`config.mk`:
```
export PLATFORM = sky130hd
export DESIGN_NAME = nws_tracker
export DESIGN_NICKNAME = d
export VERILOG_FILES = /design/src/rtl/nws_pkg.sv /design/src/rtl/nws_tracker.sv
export VERILOG_INCLUDE_DIRS = /design/src /design/src/rtl
export SDC_FILE = /design/constraint.sdc
export NUM_CORES = 1
export LEC_CHECK = 0
export ABC_AREA = 0
export BUFFER_PORTS_ARGS = -buffer_cell sky130_fd_sc_hd__buf_4
export CORE_MARGIN = 2
export CORE_UTILIZATION = 40
export CTS_BUF_LIST = sky130_fd_sc_hd__clkbuf_8
export CTS_CLUSTER_DIAMETER = 50
export DETAILED_ROUTE_END_ITERATION = 10
export GPL_ROUTABILITY_DRIVEN = 0
export PLACE_DENSITY = 0.64
export SETUP_SLACK_MARGIN = 0.2
export SYNTH_ARGS = -nofsm -noshare
export SYNTH_HDL_FRONTEND = slang
export SYNTH_SLANG_ARGS = --single-unit
```
`constraint.sdc`:
```
create_clock -name clock -period 6.9 [get_ports clock]
set_clock_uncertainty 0.15 [all_clocks]
set_input_delay 0.345 -clock clock [delete_from_list [all_inputs] [get_ports clock]]
set_output_delay 0.345 -clock clock [all_outputs]
set_load 0.01 [all_outputs]
```
`src/rtl/nearest_waypoint_search_top_defines.svh`:
```
// Assertion macros shared by the nearest waypoint search RTL
`ifndef NEAREST_WAYPOINT_SEARCH_TOP_DEFINES_SVH
`define NEAREST_WAYPOINT_SEARCH_TOP_DEFINES_SVH

// Same-cycle implication, checked on every rising clock edge outside reset
`define NWS_ASSERT_IMP(lbl, ante, cons, msg) \
   lbl: assert property (@(posedge clock) disable iff (reset) (ante) |-> (cons)) \
      else $error(msg);

// Next-cycle implication, checked on every rising clock edge outside reset
`define NWS_ASSERT_NEXT(lbl, ante, cons, msg) \
   lbl: assert property (@(posedge clock) disable iff (reset) (ante) |=> (cons)) \
      else $error(msg);

`endif

```
`src/rtl/nws_pkg.sv`:
```
package nws_pkg;

   // configuration register indexes
   localparam int unsigned CSR_IDX_W = 3;

   typedef enum logic [CSR_IDX_W-1:0] {
      CSR_POSE_X        = 3'd0,
      CSR_POSE_Y        = 3'd1,
      CSR_POSE_HEADING  = 3'd2,
      CSR_DIST_LIMIT    = 3'd3,
      CSR_HEADING_LIMIT = 3'd4
   } nws_csr_idx_type;

   // field widths
   localparam int unsigned COORD_W   = 32;
   localparam int unsigned ANGLE_W   = 16;
   localparam int unsigned LIMIT_W   = 31;
   localparam int unsigned DIST_W    = 64;
   localparam int unsigned INDEX_W   = 12;

   // reset values of the gates; the squared limit follows the distance limit
   localparam logic [LIMIT_W-1:0] DIST_LIMIT_RESET    = 31'h7FFF_FFFF;
   localparam logic [ANGLE_W-1:0] HEADING_LIMIT_RESET = 16'h8000;
   localparam logic [DIST_W-1:0]  LIM_SQ_RESET        = 64'h3FFF_FFFF_0000_0001;

   // per-waypoint flags that travel with the squared distance
   typedef struct packed {
      logic last;   // final waypoint of the query
      logic qual;   // inside capacity and both gates
      logic over;   // waypoint lies past capacity
   } nws_cand_type;

endpackage

```
`src/rtl/nws_tracker.sv`:
```
module nws_tracker #(
   parameter int unsigned IDX_W = 12
) (
   input  logic                          clock,
   input  logic                          reset,
   input  logic                          in_valid,
   output logic                          in_ready,
   input  nws_pkg::nws_cand_type         in_cand,
   input  logic [nws_pkg::DIST_W-1:0]    in_dist,
   input  logic [IDX_W-1:0]              in_pos,
   output logic                          rsp_valid,
   input  logic                          rsp_ready,
   output logic                          rsp_found,
   output logic [nws_pkg::INDEX_W-1:0]   rsp_best_index,
   output logic                          rsp_overflow
);

   logic [nws_pkg::DIST_W-1:0]  best_dist_sq_ff;
   logic [IDX_W-1:0]            best_pos_ff;
   logic                        any_found_ff;
   logic                        rsp_valid_ff;
   logic                        rsp_found_ff;
   logic [nws_pkg::INDEX_W-1:0] rsp_best_index_ff;
   logic                        rsp_overflow_ff;

   logic                        fire;
   logic                        better;
   logic                        any_found_in;
   logic [IDX_W-1:0]            best_pos_in;
   logic [IDX_W+nws_pkg::INDEX_W-1:0] pos_ext;

   // a closing waypoint waits only while an unread result sits in the output register
   assign in_ready = !in_cand.last || !rsp_valid_ff || rsp_ready;
   assign fire     = in_valid && in_ready;

   // earliest smallest distance wins: replace only on a strict improvement
   assign better       = in_cand.qual && (!any_found_ff || (in_dist < best_dist_sq_ff));
   assign any_found_in = any_found_ff || in_cand.qual;
   assign best_pos_in  = better ? in_pos : best_pos_ff;
   assign pos_ext      = {{nws_pkg::INDEX_W{1'b0}}, best_pos_in};

   // update running minimum; report and clear on the closing waypoint
   always_ff @(posedge clock) begin
      if (reset) begin
         best_dist_sq_ff <= '1;
         best_pos_ff     <= '0;
         any_found_ff    <= 1'b0;
      end else if (fire) begin
         if (in_cand.last) begin
            best_dist_sq_ff <= '1;
            best_pos_ff     <= '0;
            any_found_ff    <= 1'b0;
         end else if (better) begin
            best_dist_sq_ff <= in_dist;
            best_pos_ff     <= in_pos;
            any_found_ff    <= 1'b1;
         end
      end
   end

   // hold the result until the transaction completes
   always_ff @(posedge clock) begin
      if (reset) begin
         rsp_valid_ff <= 1'b0;
      end else if (fire && in_cand.last) begin
         rsp_valid_ff <= 1'b1;
      end else if (rsp_ready) begin
         rsp_valid_ff <= 1'b0;
      end
   end

   always_ff @(posedge clock) begin
      if (fire && in_cand.last) begin
         rsp_found_ff      <= any_found_in;
         rsp_best_index_ff <= any_found_in ? pos_ext[nws_pkg::INDEX_W-1:0] : '0;
         rsp_overflow_ff   <= in_cand.over;
      end
   end

   assign rsp_valid      = rsp_valid_ff;
   assign rsp_found      = rsp_found_ff;
   assign rsp_best_index = rsp_best_index_ff;
   assign rsp_overflow   = rsp_overflow_ff;

`include "nearest_waypoint_search_top_defines.svh"

   `NWS_ASSERT_NEXT(a_clear_after_report, fire && in_cand.last, !any_found_ff && (best_dist_sq_ff == '1), "query state not cleared after report")
   `NWS_ASSERT_IMP(a_pos_zero_when_none, !any_found_ff, best_pos_ff == '0, "best position set with nothing found")
   `NWS_ASSERT_IMP(a_index_zero_when_none, rsp_valid_ff && !rsp_found_ff, rsp_best_index_ff == '0, "index nonzero with nothing found")
   `NWS_ASSERT_NEXT(a_result_held, rsp_valid_ff && !rsp_ready, rsp_valid_ff && $stable(rsp_best_index_ff), "pending result dropped or changed")

endmodule

```
### Word level (Yosys, flattened, before mapping)

Index checks and enable logic that the tools add are counted.

| word-level totals | value |
|---|---|
| word-level logic and storage cells | 29 |
| output and inout port bits | 16 |
| flip-flop bits (word level) | 92 |
| input port bits | 83 |

| operators by class | value |
|---|---|
| reduce and logical (&&, ||, !) cells | 13 |
| multiplexer cells | 8 |
| order comparisons | 1 |

Operators with widths:

| kind | count |
|---|---|
| $mux 64 | 2 |
| $lt 64x64->1 | 1 |
| $mux 12 | 2 |
| $logic_or 1x1->1 | 4 |
| $mux 1 | 4 |
| $reduce_bool 2->1 | 2 |
| $logic_and 1x1->1 | 3 |
| $logic_not 1->1 | 3 |
| $reduce_and 2->1 | 1 |

### Logic depth before layout (Yosys ltp)

Gate-level depths: netlist (run 1).

| logic depth | value |
|---|---|
| depth after elaboration | 6 |
| depth in mapped cells | 11 |
| depth with buffers taken out | 9 |

### Least setup slack after synthesis (run 1)

Ideal clock, no wire load.

| path | value |
|---|---|
| kind | input port to flip-flop |
| start point | input port in_dist[55] in the netlist's numbering |
| end point | register rsp_best_index_ff (netlist bit rsp_best_index[10]), data pin |
| data required time | 6.480 ns |
| cell stages on the path | 10 |
| arrival | 2.233 ns |
| setup slack | 4.246 ns |
| setup time | 0.270 ns |
| path buffers | 2 |
| cell sequence | ha_1 -> and4_1 -> and4bb_1 -> nand4_1 -> or3b_1 -> o22a_1 -> buf_2 -> clkbuf_1 -> nand3_1 -> a21oi_1 |

| between the ends | value |
|---|---|
| word-level cells in the longest chain between the ends | 4 |

Ends and longest elaborated chain:

| element | line | text |
|---|---|---|
| start, declared | nws_tracker.sv:9 | `input logic [nws_pkg::DIST_W-1:0] in_dist,` |
| $lt 64x64->1 | nws_tracker.sv:37 | `assign better = in_cand.qual && (!any_found_ff \|\| (in_dist < best_dist_sq_ff));` |
| $logic_or 1x1->1 | nws_tracker.sv:37 |  |
| $logic_and 1x1->1 | nws_tracker.sv:37 |  |
| $mux 12 | n/a |  |
| end signal, assigned | nws_tracker.sv:75 | `rsp_best_index_ff <= any_found_in ? pos_ext[nws_pkg::INDEX_W-1:0] : '0;` |
| end, declared | nws_tracker.sv:23 | `logic [nws_pkg::INDEX_W-1:0] rsp_best_index_ff;` |

No other way between the ends.
A chain may end at the register's enable or synchronous reset.

### Final worst setup path (run 1)

| path | value |
|---|---|
| start point | register best_dist_sq_ff[34] in the netlist's numbering |
| end point | register rsp_best_index_ff (netlist bit rsp_best_index[1]), data pin |

| between the ends | value |
|---|---|
| word-level cells in the longest chain between the ends | 4 |

Ends and longest elaborated chain:

| element | line | text |
|---|---|---|
| start, declared | nws_tracker.sv:18 | `logic [nws_pkg::DIST_W-1:0] best_dist_sq_ff;` |
| start signal, assigned | nws_tracker.sv:54 | `best_dist_sq_ff <= in_dist;` |
| $lt 64x64->1 | nws_tracker.sv:37 |  |
| $logic_or 1x1->1 | nws_tracker.sv:37 |  |
| $logic_and 1x1->1 | nws_tracker.sv:37 |  |
| $mux 12 | n/a |  |

No other way between the ends.

==> results of run 1 <==
-- power groups by stage --
| stage | sequential (mW) | combinational, mW | clock [mW] |
|---|---|---|---|
| after global placement | 0.596 | 0.229 | 0 |
| after global routing | 0.588 | 0.265 | 0.429 |
| after detailed placement | 0.597 | 0.236 | 0 |
| after floorplan | 0.596 | 0.142 | 0 |
| after CTS | 0.584 | 0.237 | 0.410 |
| final | 0.584 | 0.237 | 0.401 |
-- stage by stage --
step / power (mW) / util, % / cell area, um^2 / hold slack [ps]
floorplan: 0.737 / - / 5590 / 294
global placement: 0.825 / 46.2 / 6370 / 327
detailed placement: 0.833 / 46.2 / 6370 / 339
CTS: 1.23 / 47.9 / 6600 / 33.0
global route: 1.28 / 47.9 / 6600 / 43.8
finish: 1.22 / 47.9 / 6600 / 48.5
-- synth_stat cells, drive strengths merged, types with 2 or more instances --
master and n:
nand2 16, a31oi 62, nor3b 25, inv 66
a21oi 37, a221oi 3, buf 22, o31a 3
a221o 12, edfxtp 14, clkbuf 40, or4 2
nand2b 3, nand4 7, a211oi 3, and4 5
dfxtp 78, nor4 62, nor2 10, ha 63
nor3 11, nand3 18, a21o 7, o21ai 83
-- state kept, by name (all words and copies together), names as in the netlist --
register,cells
rsp_best_index,12
best_dist_sq_ff,64
rsp_overflow,1
any_found_ff,1
best_pos_ff,12
rsp_found,1
rsp_valid,1
-- final cells by class --
cell class | count | share of cell area (%)
clock buffer | 9 | 1.88
clock inverter | 7 | 1.38
inverter | 66 | 3.75
multi-input combinational | 446 | 47.4
sequential | 92 | 30.0
tap | 180 | 3.41
timing repair buffer | 107 | 12.2
-- worst paths after layout --
path	endpoint	slack (ps)	cells after the start
worst min register to register	best_dist_sq_ff[32]	360	2
worst min-delay path	best_pos_ff[5]	50	2
worst max register to register	rsp_best_index[1]	3080	10
worst max-delay path	rsp_best_index[1]	3080	10
-- cell families (layout without fill, tap and decap cells) --
logic type               count (synthesis)  count (layout)  synth area share, %
adder cells (fa/ha/maj)                 63              63                 14.1
flip-flops                              92              92                 35.5
buffers and inverters                  128             189                 9.16
AND/OR/NAND/NOR                        164             164                 17.7
AO/OA/AOI/OAI                          219             219                 23.6
-- worst max-delay path, cell delays in order, from the launching register on --
cell and delay, ps:
dfxtp_1 350, inv_1 50, ha_1 280, nand4_1 150
nor4_2 350, nand4_1 150, or3b_1 430, o22ai_4 880
buf_4 550, o21ai_0 150, a21oi_1 180
-- layer usage --
metal	vias to the layer above	share of wire, %	global-route usage [%]
li1	2616	-	-
met1	2546	45	26.2
met2	139	47	36.5
met3	20	6.3	5.57
met4	0	1.6	6.32
met5	-	0	0
-- repair_timing --
item                                    in CTS  in global routing
hold endpoints to repair                     1                  0
buffers inserted                             0                  0
endpoints found under the setup margin       0                  0
hold buffers                                 1                  0
gates resized for setup                      0                  0
==> summary.md, run 1 <==
| Metric | Value |
|---|---|
| Dpl ws | 2920 ps |
| RR Startpoint | best_dist_sq_ff[34] |
| Clock latency on the worst-skew pair | 380 ps |
| Routed wire per std cell | ~17 um |
| FP Rows | 43 |
| Commonest non-fill, non-tap cell in the layout | buf_4 |
| Flops & latches, synth | 92 |
| P&R area growth vs syn | 18.2% |
| Post-route insts no fill | 907 |
| Mapped Cells | 666 |
| DR iter-0 viols | 314 |
| Routed WL | roughly 16000 um |
| Number of enable flip-flop cells after synthesis | 14 |
| Antenna Nets Post-Route | 0 |
| Unrepaired setup endpoints after global routing | no |
| Top post-synthesis cells by area | dfxtp_1 (28%), ha_1 (14%), edfxtp_1 (7.5%) |
| Tot GR Track Use | 21.3% |
| Slew HR | 22.3% |
| DIE AREA | roughly 0.015 mm^2 |
| H-tree Lvls | 3 |
| First-pass GRT wire length | 25600 um |
| Vias | 5321 |
| Tmin final | 3820 ps |
| Post-synth ARST share | 0% |
| Critical Path Source | best_dist_sq_ff[34] |
| GR Overflow Total | 0 |
| Hold Crit Start | in_pos[5] |
| Critical path class | reg2reg |
| Most frequent cells in the layout | buf_4 (105), dfxtp_1 (78), inv_1 (66) |
| N_diodes | 0 |
| Syn nets | 812 |
| Internal | about 870 uW |
| Yosys top cell area share | roughly 28% |
| VDD IR max | around 0.00012 V |
| FF+latch area | 0.00198 mm^2 |
| Static Leak | 3.15 nW |
| First-pass DRT Iterations | 4 |
| Achievable frequency | ~260 MHz |
| Ys flop type | dfxtp_1 |
| Max-cap check violation count | 0 |
| PortBufs | between 90 and 100 |
| Number of global-route vias before repair | 5367 |
| DP Wirelength | 9700 um |
| # placed instances | 889 |
| TritonCTS sink count | 92 |
| Initial antenna violation count | 0 |
| Worst-path maximum fanout | 41 |
| CP endpoint kind | register |
| Ratio of cells with drive above 1 in the final layout | 17.7% |
| Nets | 868 |
| Drt drc | 0 |
| Sw power | 350 uW |
| Initial core utilization | 40.6% |
| Tcrit/Tclk final | between 50% and 60% |
| Clock root buffer master | clkbuf_8 |
| Synthesized cell area | 0.00559 mm^2 |
| Clk buf depth | 2 |
| Setup ws final | 3080 ps |
| Die width | 122 um |
| Startpoint Class | register |
| Final Hold Viols | 0 |
| Status | finished clean |
| Required time of the critical path | 6980 ps |
| Combinational share of power | between 15 and 20% |
| Synthesized area per cell | 8.39 um^2 |
| Hold Crit Class | in2reg |
| TNS Setup | 0 ps |
| Area of the multi-input gates | between 0.003 and 0.004 mm^2 |
| Max-slew violations | 0 |
| # IOs | 99 |
| Slew @ Worst Pin | 1170 ps |
| Clk network pwr share | between 30% and 40% |
| Total core area | about 0.014 mm^2 |
| Clock-pin slew of the registers on the worst-case setup and hold paths | ~100 ps |
| Setup violations, final | 0 |
| Critical Path AT | 3900 ps |
| YS warnings | 0 |
| DR vias/cell | 5.87 |
| Cell variety after synth | 43 |
| Net Sw Frac | 28.6% |
| Largest net degree at the start of global routing | 79 |
| Die height | 122 um |
| CTS tree | done |
| Seq/Total Area, Yosys | 35.5% |
| Fillers | 1366 |
| PD cells | 185 mW/mm^2 |
| Sequential power share | 47.8% |
| Synth area leader | dfxtp_1 |
| CTS buffer count | 9 |
(Power assumes the default switching activity.)
==> inputs of run 2 (changes only) <==
==> constraint.sdc (replaced) <==
create_clock -name clock -period 3.9 [get_ports clock]
set_clock_uncertainty 0.15 [all_clocks]
set_input_delay 0.195 -clock clock [delete_from_list [all_inputs] [get_ports clock]]
set_output_delay 0.195 -clock clock [all_outputs]
set_load 0.01 [all_outputs]
==> run 2 against run 1 <==
Compared with the run above:
- final cell count up 8.5%
- die area is the same
- power up 75%
- critical path depth did not move
- sequential power up 76%
- count of clock-buffer cells in the layout unchanged
- hold slack got worse by 3.5 ps
- final area rose by 11%
- clock power is 54% higher
- non-clock buffer count grew 77
- global-route usage is 0.70 points higher
- register-to-register slack worse by 2600 ps
==> summary.md, run 2 (synthesis results as in run 1) <==
| Metric | Value |
|---|---|
| Status | finished clean |
| Drt drc | 0 (unchanged) |
| Clock latency on the worst-skew pair | 390 ps (about the same) |
| Clock-pin slew of the registers on the worst-case setup and hold paths | 100 ps (about the same) |
| Fillers | 1274 (-6.7%) |
| Placed Instance Area | 0.00641 mm^2 (+0.67%) |
| Clock root buffer master | clkbuf_8 |
| Largest net degree at the start of global routing | 61 (-23%) |
| GR Overflow Total | 0 (unchanged) |
| Worst-path maximum fanout | 24 (-41%) |
| Clk buf depth | 2 (unchanged) |
| Routed WL | 16200 um (+4.1%) |
| Slew @ Worst Pin | 1220 ps (+50.4 ps) |
| PD cells | 291 mW/mm^2 (+57%) |
| FP Rows | 43 (unchanged) |
| # IOs | 99 (unchanged) |
| Largest reg by FF count | best_dist_sq_ff |
| Critical Path AT | 3630 ps (-270 ps) |
| P&R area growth vs syn | 31.5% |
| Max-slew violations | 0 (unchanged) |
| First-pass GRT wire length | 26300 um (+2.6%) |
| Tmin final | roughly 3500 ps |
| Setup violations, final | 0 (unchanged) |
| Worst hold path depth | 2 (unchanged) |
| Antenna Nets Post-Route | 0 (unchanged) |
| DR vias/cell | 5.76 (-1.9%) |
| DP Wirelength | 9990 um (+3.0%) |
| Die height | 122 um (unchanged) |
| Ratio of cells with drive above 1 in the final layout | 16.7% (-1.1 points) |
| FF+latch area | 0.00198 mm^2 (unchanged) |
| Area of the multi-input gates | 0.00313 mm^2 (unchanged) |
| CTS tree | done |
| DR iter-0 viols | 497 (+58%) |
| Hold Crit Start | reset |
| VDD IR max | 0.000271 V (+120%) |
| Max-cap check violation count | 0 (unchanged) |
| Number of global-route vias before repair | 5547 (+3.4%) |
| Worst reg2reg setup slack | 520 ps (-2560 ps) |
| Dpl ws | 583 ps (-2340 ps) |
| R2R depth | 9 (-1) |
| Tcrit/Tclk final | 89.7% |
| Commonest non-fill, non-tap cell in the layout | buf_4 |
| Hold Crit Class | in2reg |
| Unrepaired setup endpoints after global routing | no |
| Max FFs per register | 64 (unchanged) |
| Initial core utilization | 40.6% (unchanged) |
| Post-route cell area | 0.00735 mm^2 (+11%) |
| Total core area | 0.0138 mm^2 (unchanged) |
| Critical path class | in2reg |
| First-pass DRT Iterations | 7 (+3) |
| Die width | 122 um (unchanged) |
| PortBufs | 98 (unchanged) |
| N_diodes | 0 (unchanged) |
| Most frequent cells in the layout | buf_4 (108), dfxtp_1 (78), dlygate4sd3_1 (75) |
| Worst Hold Path EP | rsp_valid |
| TNS Setup | 0 ps (unchanged) |
| Tot GR Track Use | 22.0% (+0.70 points) |
| Final Hold Viols | 0 (unchanged) |
| Static Leak | 3.47 nW (+10%) |
| Required time of the critical path | 4030 ps (-2950 ps) |
| TritonCTS sink count | 92 (unchanged) |
| Startpoint Class | input port |
| DIE AREA | 0.0149 mm^2 (unchanged) |
| Routed wire per std cell | 16.4 um (-4.0%) |
| Slew HR | 19.0% (-3.4 points) |
| Initial antenna violation count | 0 (unchanged) |
| RR Startpoint | best_dist_sq_ff[11] |
| CP endpoint kind | register |
| Reg2reg end | best_pos_ff[9] |
| Final Util | 53.3% (+5.4 points) |
| H-tree Lvls | 3 (unchanged) |
| Achievable frequency | 286 MHz |
| Setup ws final | 400 ps (-2680 ps) |
| Nets | 945 (+8.9%) |
| Vias | 5665 (+6.5%) |
| CTS buffer count | 9 (unchanged) |
[run 2: final cells by class]
| class | instances | area share (%) |
|---|---|---|
| clock buffers | 9 | 1.69 |
| clock inverters | 7 | 0.801 |
| inverters | 66 | 3.37 |
| multi-input cells | 446 | 42.6 |
| flip-flops and latches | 92 | 27.0 |
| well taps | 180 | 3.07 |
| repair buffers | 184 | 21.5 |
[run 2: metal layers]
metal,up-vias,global-route usage [%],routed length (um)
li1,2777,-,-
met1,2701,27.7,7360
met2,164,37.6,7700
met5,-,0,0
met4,0,6.82,265
met3,23,4.54,831
[run 2: report_power, final]
group          switching, mW  internal, mW  total (mW)
sequential            0.0227          1.01        1.03
clock                  0.380         0.239       0.619
combinational          0.260         0.226       0.486
[run 2: critical path: stages]
cell and delay [ps]:
dlygate4sd3_1 530, buf_4 140, ha_1 320, and4_1 230, a31o_2 250, a221oi_1 210, o31a_1 310, o22a_2 510
nand2_1 450, a221o_1 460
[run 2: per-stage QoR]
stage          std cells  hold WS [ps]  power (mW)
6_report             984          45.0        2.14
5_1_grt              984          35.5        2.26
4_1_cts              984          23.1        2.16
3_5_place_dp         893           231        1.47
3_3_place_gp         893           227        1.46
2_1_floorplan        666           144        1.30
[run 2: worst max path at each step]
stage | from | end | slack, ps
floorplan | best_dist_sq_ff[55] | rsp_best_index[10] | 1250
global placement | best_dist_sq_ff[11] | best_pos_ff[6] | 630
detailed placement | best_dist_sq_ff[11] | best_pos_ff[2] | 580
CTS | in_dist[11] | best_pos_ff[9] | 460
global route | in_dist[11] | best_pos_ff[11] | 210
finish | in_dist[11] | best_pos_ff[9] | 400
[run 2: repair_timing]
item,in CTS,in global routing
endpoints found under the setup margin,0,0
resized for setup,0,0
hold buffers,75,0
hold endpoints to repair,75,0
setup buffers,0,0
==> inputs of run 3 (changes only) <==
--- a/config.mk
+++ b/config.mk
@@ -7,7 +7,7 @@
 export NUM_CORES = 1
 export LEC_CHECK = 0
 export ABC_AREA = 0
-export BUFFER_PORTS_ARGS = -buffer_cell sky130_fd_sc_hd__buf_4
+export BUFFER_PORTS_ARGS = -buffer_cell sky130_fd_sc_hd__buf_2
 export CORE_MARGIN = 2
 export CORE_UTILIZATION = 40
 export CTS_BUF_LIST = sky130_fd_sc_hd__clkbuf_8
==> run 3 against run 2 <==
Compared with the run above:
- critical path type unchanged
- register-to-register slack better by 170 ps
- count of clock-buffer cells in the layout stayed put
- combinational power is 5.1% lower
- flip-flop and latch count stayed put
- largest cell class unchanged
- die area stayed put
- hold slack better by 3.8 ps
- clock power is 25% higher
- via count stayed put
==> summary.md, run 3 (synthesis results as in run 1) <==
| Metric | Value |
|---|---|
| Max-cap check violation count | 0 (unchanged) |
| Nets | 945 (unchanged) |
| Routed wire per std cell | 16.4 um (-0.22%) |
| Critical path cell sequence | dlygate4sd3_1 > buf_2 > ha_1 > nand4_1 > nor4_2 > nand4_1 > or3b_1 > o22ai_4 > buf_4 > nor4_1 > o21ai_1 |
| VDD IR max | 0.000253 V (-6.7%) |
| DP Wirelength | 10200 um (+2.1%) |
| Slew @ Worst Pin | 932 ps (-284 ps) |
| Placed Instance Area | 0.00619 mm^2 (-3.5%) |
| Commonest non-fill, non-tap cell in the layout | buf_2 |
| N_diodes | 0 (unchanged) |
| H-tree Lvls | 3 (unchanged) |
| Cts hold-fix bufs | 74 (-1.3%) |
| CP endpoint kind | register |
| First-pass GRT wire length | 27300 um (+3.9%) |
| GR Overflow Total | 0 (unchanged) |
| Final Util | 52.0% (-1.3 points) |
| Post-route cell area | 0.00717 mm^2 (-2.4%) |
| Achievable frequency | 303 MHz (+6.0%) |
| # placed instances | 894 (+0.11%) |
| Max-slew violations | 0 (unchanged) |
| Number of global-route vias before repair | 5661 (+2.1%) |
| Post-CTS Resized | 0 (unchanged) |
| Unrepaired setup endpoints after global routing | no |
| Routed WL | 16100 um (-0.22%) |
| Fillers | 1307 (+2.6%) |
| TNS Setup | 0 ps (unchanged) |
| Initial core utilization | 40.6% (unchanged) |
| Worst-path maximum fanout | 45 (+88%) |
| Hold Crit Class | in2reg |
| PD cells | 317 mW/mm^2 (+8.7%) |
| CTS buffer count | 9 (unchanged) |
| Final Hold Viols | 0 (unchanged) |
| Area of the multi-input gates | 0.00313 mm^2 (unchanged) |
| Largest reg by FF count | best_dist_sq_ff |
| DR iter-0 viols | 481 (-3.2%) |
| First-pass DRT Iterations | 5 (-2) |
| Required time of the critical path | 4050 ps (+20 ps) |
| Total core area | 0.0138 mm^2 (unchanged) |
| Die width | 122 um (unchanged) |
| Critical path class | in2reg |
| TritonCTS sink count | 92 (unchanged) |
| CTS tree | done |
| Clock root buffer master | clkbuf_8 |
| Clock-pin slew of the registers on the worst-case setup and hold paths | 90 ps (about the same) |
| Worst path slowest cell | dlygate4sd3_1 |
| Post-route insts no fill | 984 (unchanged) |
| Clk buf depth | 2 (unchanged) |
| Worst reg2reg setup slack | 690 ps (+170 ps) |
| CP dominant cell by count | nand4_1 |
| Startpoint Class | input port |
| Setup bufs post-CTS | 0 (unchanged) |
| Most frequent cells in the layout | buf_2 (98), dfxtp_1 (78), dlygate4sd3_1 (74) |
| Max FFs per register | 64 (unchanged) |
| Slew HR | 37.7% (+19 points) |
| Setup violations, final | 0 (unchanged) |
| Static Leak | 3.42 nW (-1.5%) |
| Critical Path AT | 3450 ps (-180 ps) |
| DR vias/cell | 5.76 (unchanged) |
| Delay-heaviest family, CP | simple AND/OR/NAND/NOR gates |
| FF+latch area | 0.00198 mm^2 (unchanged) |
| Antenna Nets Post-Route | 0 (unchanged) |
| Drt drc | 0 (unchanged) |
| Tot GR Track Use | 22.7% (+0.71 points) |
| Ratio of cells with drive above 1 in the final layout | 16.7% (unchanged) |
| DIE AREA | 0.0149 mm^2 (unchanged) |
| Tcrit/Tclk final | 84.7% (-5.0 points) |
| Initial antenna violation count | 0 (unchanged) |
| Die height | 122 um (unchanged) |
| Buf/Inv on CP | 3 (+1) |
| Slowest Stage Delay on Critical Path | 530 ps (about the same) |
| PortBufs | 98 (unchanged) |
| FP Rows | 43 (unchanged) |
| Clock latency on the worst-skew pair | 380 ps (about the same) |
| Tmin final | 3300 ps (-197 ps) |
| # IOs | 99 (unchanged) |
| P&R area growth vs syn | 28.3% |
| Status | finished clean |
| Largest net degree at the start of global routing | 75 (+23%) |
| Vias | 5665 (unchanged) |
run 3: changes by cell type in the layout (fill, tap and decap cells not counted), sizes merged:
cell,change
buf,+1
inv,-2
clkinvlp,-1
dlygate4sd3,-1
bufinv,+3
run 3: final cells by class:
cell class                      count  share of cell area [%]
Multi-Input combinational cell    446                    43.6
Sequential cell                    92                    27.7
Timing Repair Buffer              184                    18.8
Inverter                           66                    3.46
Tap cell                          180                    3.14
Clock buffer                        9                    1.73
Clock inverter                      7                    1.61
run 3: where the power goes:
part | internal [mW] | switching (mW)
Clock | 0.423 | 0.352
Sequential | 1.01 | 0.0223
Combinational | 0.203 | 0.257
Total | 1.64 | 0.632
run 3: path summary, 6_finish.rpt:
path	startpoint	endpoint	depth (start not counted)
worst min register to register	best_dist_sq_ff[46]	best_dist_sq_ff[46]	2
worst max-delay path	in_dist[34]	best_dist_sq_ff[0]	11
worst max register to register	best_dist_sq_ff[49]	best_pos_ff[11]	10
worst min-delay path	in_dist[40]	best_dist_sq_ff[40]	3
run 3: metrics by stage:
| stage | setup WS (ps) | total power [mW] | hold WS [ps] |
|---|---|---|---|
| floorplan | 1250 | 1.30 | 144 |
| global placement | 786 | 1.44 | 226 |
| finish | 597 | 2.27 | 48.8 |
| CTS | 640 | 2.29 | 16.3 |
| global route | 418 | 2.40 | 38.8 |
| detailed placement | 721 | 1.45 | 230 |
run 3: worst reg2reg max path, cell delays in order, from the launching register on:
cell and delay [ps]:
dfxtp_1 370, inv_1 50, ha_1 280, a21oi_1 60
o21ai_0 170, a21oi_1 90, o311ai_0 650, o31a_2 580
nor3_1 130, buf_4 200, a221o_1 350
run 3: metal layers:
metal  up-vias  GRT usage, %  wire, um
met5         -             0         0
met4         0          4.96       162
met3        13          5.57       873
met2       164          38.6      7740
met1      2709          29.1      7350
li1       2779             -         -
